==> config.mk <==
export PLATFORM = sky130hd
export DESIGN_NAME = ahe_ctrl
export DESIGN_NICKNAME = d
export VERILOG_FILES = /design/src/design/ahe_pkg.sv /design/src/design/ahe_ctrl.sv
export SDC_FILE = /design/constraint.sdc
export NUM_CORES = 1
export LEC_CHECK = 0
export BUFFER_PORTS_ARGS = -buffer_cell sky130_fd_sc_hd__buf_2
export CAP_MARGIN = 20
export CORE_ASPECT_RATIO = 0.5
export CORE_MARGIN = 2
export CORE_UTILIZATION = 47
export CTS_BUF_LIST = sky130_fd_sc_hd__clkbuf_16
export DETAILED_ROUTE_END_ITERATION = 7
export PLACE_DENSITY = 0.77
export SLEW_MARGIN = 20
export SYNTH_ARGS = -nofsm -noshare
export SYNTH_HDL_FRONTEND = slang
export SYNTH_SLANG_ARGS = --single-unit
==> constraint.sdc <==
create_clock -name clk -period 1.82 [get_ports clk]
set_input_delay 0.273 -clock clk [delete_from_list [all_inputs] [get_ports clk]]
set_output_delay 0.273 -clock clk [all_outputs]
set_load 0.01 [all_outputs]
==> src/design/ahe_pkg.sv <==
`timescale 1ns / 1ps

package ahe_pkg;

	localparam int NODE_SLOTS  = 513;
	localparam int SYM_SLOTS   = 257;
	localparam int WEIGHT_BITS = 32;
	localparam int NODE_W      = $clog2(NODE_SLOTS);
	localparam int SYM_W       = $clog2(SYM_SLOTS);
	localparam int MAX_PATH    = 256;
	localparam int BUF_BITS    = MAX_PATH + 9;
	localparam int CNT_W       = $clog2(BUF_BITS + 1);
	localparam int PLEN_W      = $clog2(MAX_PATH + 1);
	localparam int STEP_W      = $clog2(NODE_SLOTS + 1);
	localparam int CHUNK_BITS  = 32;
	localparam int STATE_N     = 31;

	localparam logic [SYM_W-1:0]       NYT_SYM = SYM_W'(256);
	localparam logic [NODE_W-1:0]      NO_LINK = '1;
	localparam logic [WEIGHT_BITS-1:0] WMAX    = '1;

	typedef struct packed {
		logic [WEIGHT_BITS-1:0] weight;
		logic [NODE_W-1:0]      left;
		logic [NODE_W-1:0]      right;
		logic                   internal;
		logic [SYM_W-1:0]       sym;
	} node_rec_t;

	localparam int REC_W = $bits(node_rec_t);

	typedef enum logic [STATE_N-1:0] {
		ST_CLEAR     = 31'd1 << 0,
		ST_IDLE      = 31'd1 << 1,
		ST_LOOK1     = 31'd1 << 2,
		ST_LOOK2     = 31'd1 << 3,
		ST_PATH_A    = 31'd1 << 4,
		ST_PATH_B    = 31'd1 << 5,
		ST_PATH_C    = 31'd1 << 6,
		ST_ADD_RD    = 31'd1 << 7,
		ST_ADD_WR    = 31'd1 << 8,
		ST_ADD_WR2   = 31'd1 << 9,
		ST_UPD_START = 31'd1 << 10,
		ST_UPD_W     = 31'd1 << 11,
		ST_UPD_Z1    = 31'd1 << 12,
		ST_UPD_Z2    = 31'd1 << 13,
		ST_LD_RD     = 31'd1 << 14,
		ST_LD_EV     = 31'd1 << 15,
		ST_LD_DONE   = 31'd1 << 16,
		ST_LD_SW2    = 31'd1 << 17,
		ST_LD_PAR    = 31'd1 << 18,
		ST_LD_PN     = 31'd1 << 19,
		ST_LD_WR     = 31'd1 << 20,
		ST_LD_WL     = 31'd1 << 21,
		ST_LOOP      = 31'd1 << 22,
		ST_SL_RD     = 31'd1 << 23,
		ST_SL_EV     = 31'd1 << 24,
		ST_SL_FX     = 31'd1 << 25,
		ST_SL_FIN    = 31'd1 << 26,
		ST_SL_FIN2   = 31'd1 << 27,
		ST_SL_NX     = 31'd1 << 28,
		ST_TAIL      = 31'd1 << 29,
		ST_EMIT      = 31'd1 << 30
	} state_t;

	typedef struct packed {
		logic clr_done;
		logic lk_valid;
		logic eos;
		logic known;
		logic room;
		logic path_stop;
		logic par_invalid;
		logic w_zero;
		logic p_zero;
		logic j_zero;
		logic ld_match;
		logic r_zero;
		logic l_zero;
		logic loop_stop;
		logic sl_match;
		logic tail;
		logic t1_valid;
		logic out_free;
		logic cnt_zero;
		logic cnt_last;
	} status_t;

endpackage

==> src/design/ahe_ctrl.sv <==
`timescale 1ns / 1ps

module ahe_ctrl (
	input  logic              clk,
	input  logic              arst_n,
	input  logic              in_valid,
	input  ahe_pkg::status_t  st,
	output ahe_pkg::state_t   cmd,
	output logic              in_ready
);

	ahe_pkg::state_t state_q, state_d, path_exit;

	assign cmd      = state_q;
	assign in_ready = (state_q == ahe_pkg::ST_IDLE);

	always_comb begin
		if (st.eos) begin
			path_exit = ahe_pkg::ST_EMIT;
		end else if (st.known) begin
			path_exit = ahe_pkg::ST_UPD_START;
		end else if (st.room) begin
			path_exit = ahe_pkg::ST_ADD_RD;
		end else begin
			path_exit = ahe_pkg::ST_EMIT;
		end
	end

	always_comb begin
		state_d = state_q;
		case (state_q)
			ahe_pkg::ST_CLEAR:     if (st.clr_done) state_d = ahe_pkg::ST_IDLE;
			ahe_pkg::ST_IDLE:      if (in_valid) state_d = ahe_pkg::ST_LOOK1;
			ahe_pkg::ST_LOOK1: begin
				state_d = (st.eos || st.lk_valid) ? ahe_pkg::ST_PATH_A : ahe_pkg::ST_LOOK2;
			end
			ahe_pkg::ST_LOOK2:     state_d = ahe_pkg::ST_PATH_A;
			ahe_pkg::ST_PATH_A:    state_d = st.path_stop ? path_exit : ahe_pkg::ST_PATH_B;
			ahe_pkg::ST_PATH_B:    state_d = st.par_invalid ? path_exit : ahe_pkg::ST_PATH_C;
			ahe_pkg::ST_PATH_C:    state_d = ahe_pkg::ST_PATH_A;
			ahe_pkg::ST_ADD_RD:    state_d = ahe_pkg::ST_ADD_WR;
			ahe_pkg::ST_ADD_WR:    state_d = ahe_pkg::ST_ADD_WR2;
			ahe_pkg::ST_ADD_WR2:   state_d = ahe_pkg::ST_UPD_START;
			ahe_pkg::ST_UPD_START: state_d = ahe_pkg::ST_UPD_W;
			ahe_pkg::ST_UPD_W: begin
				if (st.w_zero) begin
					state_d = ahe_pkg::ST_UPD_Z1;
				end else if (st.p_zero) begin
					state_d = ahe_pkg::ST_LD_DONE;
				end else begin
					state_d = ahe_pkg::ST_LD_RD;
				end
			end
			ahe_pkg::ST_UPD_Z1:    state_d = st.par_invalid ? ahe_pkg::ST_EMIT : ahe_pkg::ST_UPD_Z2;
			ahe_pkg::ST_UPD_Z2:    state_d = ahe_pkg::ST_LOOP;
			ahe_pkg::ST_LD_RD:     state_d = ahe_pkg::ST_LD_EV;
			ahe_pkg::ST_LD_EV: begin
				state_d = (st.ld_match && !st.j_zero) ? ahe_pkg::ST_LD_RD : ahe_pkg::ST_LD_DONE;
			end
			ahe_pkg::ST_LD_DONE:   state_d = ahe_pkg::ST_LD_SW2;
			ahe_pkg::ST_LD_SW2:    state_d = ahe_pkg::ST_LD_PAR;
			ahe_pkg::ST_LD_PAR:    state_d = st.par_invalid ? ahe_pkg::ST_LOOP : ahe_pkg::ST_LD_PN;
			ahe_pkg::ST_LD_PN:     state_d = ahe_pkg::ST_LD_WR;
			ahe_pkg::ST_LD_WR:     state_d = st.r_zero ? ahe_pkg::ST_LOOP : ahe_pkg::ST_LD_WL;
			ahe_pkg::ST_LD_WL:     state_d = ahe_pkg::ST_LOOP;
			ahe_pkg::ST_LOOP:      state_d = st.loop_stop ? ahe_pkg::ST_TAIL : ahe_pkg::ST_SL_RD;
			ahe_pkg::ST_SL_RD:     state_d = st.p_zero ? ahe_pkg::ST_SL_FIN : ahe_pkg::ST_SL_EV;
			ahe_pkg::ST_SL_EV:     state_d = st.sl_match ? ahe_pkg::ST_SL_FX : ahe_pkg::ST_SL_FIN;
			ahe_pkg::ST_SL_FX:     state_d = st.j_zero ? ahe_pkg::ST_SL_FIN : ahe_pkg::ST_SL_EV;
			ahe_pkg::ST_SL_FIN:    state_d = ahe_pkg::ST_SL_FIN2;
			ahe_pkg::ST_SL_FIN2:   state_d = ahe_pkg::ST_SL_NX;
			ahe_pkg::ST_SL_NX:     state_d = st.tail ? ahe_pkg::ST_EMIT : ahe_pkg::ST_LOOP;
			ahe_pkg::ST_TAIL:      state_d = st.t1_valid ? ahe_pkg::ST_SL_RD : ahe_pkg::ST_EMIT;
			ahe_pkg::ST_EMIT: begin
				if (st.cnt_zero || (st.out_free && st.cnt_last)) begin
					state_d = ahe_pkg::ST_IDLE;
				end
			end
			default:               state_d = ahe_pkg::ST_CLEAR;
		endcase
	end

	always_ff @(posedge clk or negedge arst_n) begin
		if (!arst_n) begin
			state_q <= ahe_pkg::ST_CLEAR;
		end else begin
			state_q <= state_d;
		end
	end

endmodule

==> flow_summary.yaml <==
critical_path:
  critical_path.cell_chain: "nor4_4 > buf_4 > nand4_4 > or4_4 > a21oi_2 > and2b_1 > and3b_1"
  slowest_stage: "or4_4"
  crit_buf_inv: 1
  cpPeakStageDelay_ps: 450
  end_kind: "register"
  arrival_ps: 2390
  worstPathRequired_ps: 2040
  critPathLaunch: "cmd[21]"
  startpoint_type: "register"
  path_max_fanout: 4
  crit_type: "reg2reg"
  regToRegStartpoint: "cmd[21]"
  cp_top_family: "simple AND/OR/NAND/NOR gates"
placement:
  io_buffers: 53
  dpl.hpwl_mm: 4.78
  place_congestion: 1.02
  placedInstanceArea_um2: 2790
synthesis:
  synth.top_cell.area_share_pct: 38.2
  syn_nets: 238
  yosysTopAreaCell: "dfrtp_1"
  synth_xor_area_share_pct: 2.67
  synthAdderAreaFrac_pct: 0
  ys_top_cells_by_area: "dfrtp_1 38%, nor2_1 4.6%, nor4_4 4.3%, nor3_1 3.8%, nor4b_1 3.6%"
  yosysUniqueCellTypes: 48
  synth_top_family_by_area: "simple AND/OR/NAND/NOR gates"
  ys.flop_type: "dfrtp_1"
  yosys.area_share.simple_pct: 42.1
  synth_mux_area_share_pct: 0.509
  syn_area_um2: 1970
  avgSynthCellArea_um2: 9.15
  seq_area_frac_synth_pct: 39.5
  async_reset_ff_share_pct: 100
  ys_ff_latch: 31
  synth_compound_area_share_pct: 12.5
  synth_edf_count: 0
  synth_warnings: 0
  syn_inst: 215
clocking:
  numClockSinks: 31
  cts_buffers: 5
  clk_latency_ps: 280
  path_clk_slew_ps: 60
  h-tree-depth: 2
  cts_buffer_depth: 2
  cts_hold_buf: 0
  cts.root.buffer_cell: "clkbuf_16"
  cts_tree: "done"
power_and_ir_drop:
  p_sw_mw: 1.25
  leakage_nw: 1.70
  pwr-share-clk_pct: 24.0
  vdd_drop_max_uv: 682
  pwr-share-seq_pct: 23.7
  p_int_mw: 2.03
  p_sw_share_pct: 38.1
  p_per_area_nw_per_um2: 974
  combPwrFrac_pct: 52.3
floorplan:
  die_area_um2: 4750
  initial_utilization_pct: 49.6
  die_height_um: 49.7
  rows: 16
  die_w_um: 95.5
  pin_count: 55
  core-area_um2: 3960
final_layout:
  drive_gt1_share_pct: 56.3
  syn_to_final_growth_pct: 71.6
  largest_register_ffs: 31
  final_cell_area_um2: 3370
  postLayoutCoreUtil_pct: 85.1
  nets: 370
  antenna_cells: 0
  final_common_cell: "buf_4"
  layout_common_cells: "68 x buf_4, 53 x buf_2, 30 x dfrtp_1"
job:
  drv_cap: 0
global_routing:
  grt_max_degree: 32
  grt_pass1_vias: 2515
  grt_pass1_wl_mm: 12.6
  antenna_found_initial: 0
  gr-total-overflow: 0
  grt.total_usage_pct: 35.8
route:
  wl_per_cell_um: 23.9
  dr.pass1.iters: 8
  route.detailed.drc: 0
  first_iter_violations: 375
  vias: 2698
  final_antenna_net_count: 0
  viasPerCell: 6.71
  routed_wl_mm: 9.60
sta:
  timing.final.crit_share_pct: 119
  fin_worst_skew_ps: 8.67
  timing.fmax_ghz: 0.461
  finalMaxSlewViolations: 0
  tns_ps: -5100
  hold_ws_ps: 39.0
  grt_setup_unrepaired: "true"
  setup_viol: 29
  relSlewSlack_pct: 53.5
  worst_slew_pin_slew_ps: 697
  period_minus_slack_ps: 2170
  hold_viol: 0
  setup_ws_ps: -351
hold_path:
  hold_path.class: "in2async"
status:
  violations: "setup timing"
  status: "complete, but fails checks"
synthesized netlist by cell type, types with 2 or more instances:
library cell,instances
xor2_1,5
nor4_4,4
nor4b_1,8
nand3b_1,5
nand2b_1,10
nor2_1,24
nor4_2,3
o2111ai_1,3
clkbuf_1,4
or3_1,5
nor3_1,15
dfrtp_1,30
nor3b_1,3
nor4_1,4
o21ai_0,9
o211ai_1,2
a22o_1,3
nor2b_1,4
nand3_1,8
and2_1,2
a21oi_1,6
nand2_1,16
a211oi_1,2
nand4_1,6
or2_2,2
and3b_1,4
inv_1,7
final cells by class:
| type | count | area (um2) |
|---|---|---|
| fill | 199 | 589 |
| timing repair buffer | 130 | 877 |
| inverter | 7 | 26.3 |
| clock buffer | 5 | 125 |
| clock inverter | 3 | 11.3 |
| tap | 54 | 67.6 |
| multi-input combinational | 172 | 1490 |
| sequential | 31 | 777 |
metrics by stage:
step | instances | setup slack [ps] | power, mW
after CTS | 397 | -231 | 2.87
after global placement | 379 | -341 | 1.83
after global routing | 402 | -433 | 3.40
after floorplan | 215 | -179 | 1.35
after detailed placement | 379 | -303 | 1.87
final | 402 | -351 | 3.29
kinds of logic (layout without fill, tap and decap cells):
logic type,Yosys count,after routing
AOI/OAI and AO/OA,35,35
muxes,1,1
xor gates and xnor gates,6,6
DFF,31,31
and+or+nand+nor,130,130
buffers and inverters,12,145
routing by layer:
layer / wire [um] / GRT usage [%] / up-vias
met5: 0 / 0 / -
met4: 844 / 19.3 / 0
met2: 4140 / 56.2 / 265
met1: 3370 / 45.0 / 1243
met3: 1240 / 10.2 / 118
li1: - / - / 1072
power groups by stage:
stage / clock network [mW] / logic (mW) / registers, mW
after floorplan: 0 / 0.529 / 0.817
after global placement: 0 / 1.05 / 0.779
after detailed placement: 0 / 1.09 / 0.780
final: 0.789 / 1.72 / 0.779
after CTS: 0.778 / 1.33 / 0.768
after global routing: 0.822 / 1.80 / 0.780
timing repair:
item                                    4_1_cts  5_1_grt
resized for setup                            35       36
setup buffers                                11        7
pin swaps                                    18       23
cloned                                        0        0
endpoints found under the setup margin       25       30
final timing paths:
check,endpoint,slack [ps],cells after the start
max in group asynchronous,cmd[20],1330,1
worst max register to register,cmd[7],-350,7
worst max-delay path,cmd[7],-350,7
worst min-delay path,cmd[12],40,1
worst min register to register,cmd[4],640,2
min in group clk,cmd[5],170,2
Power figures use the tool's default switching activity.
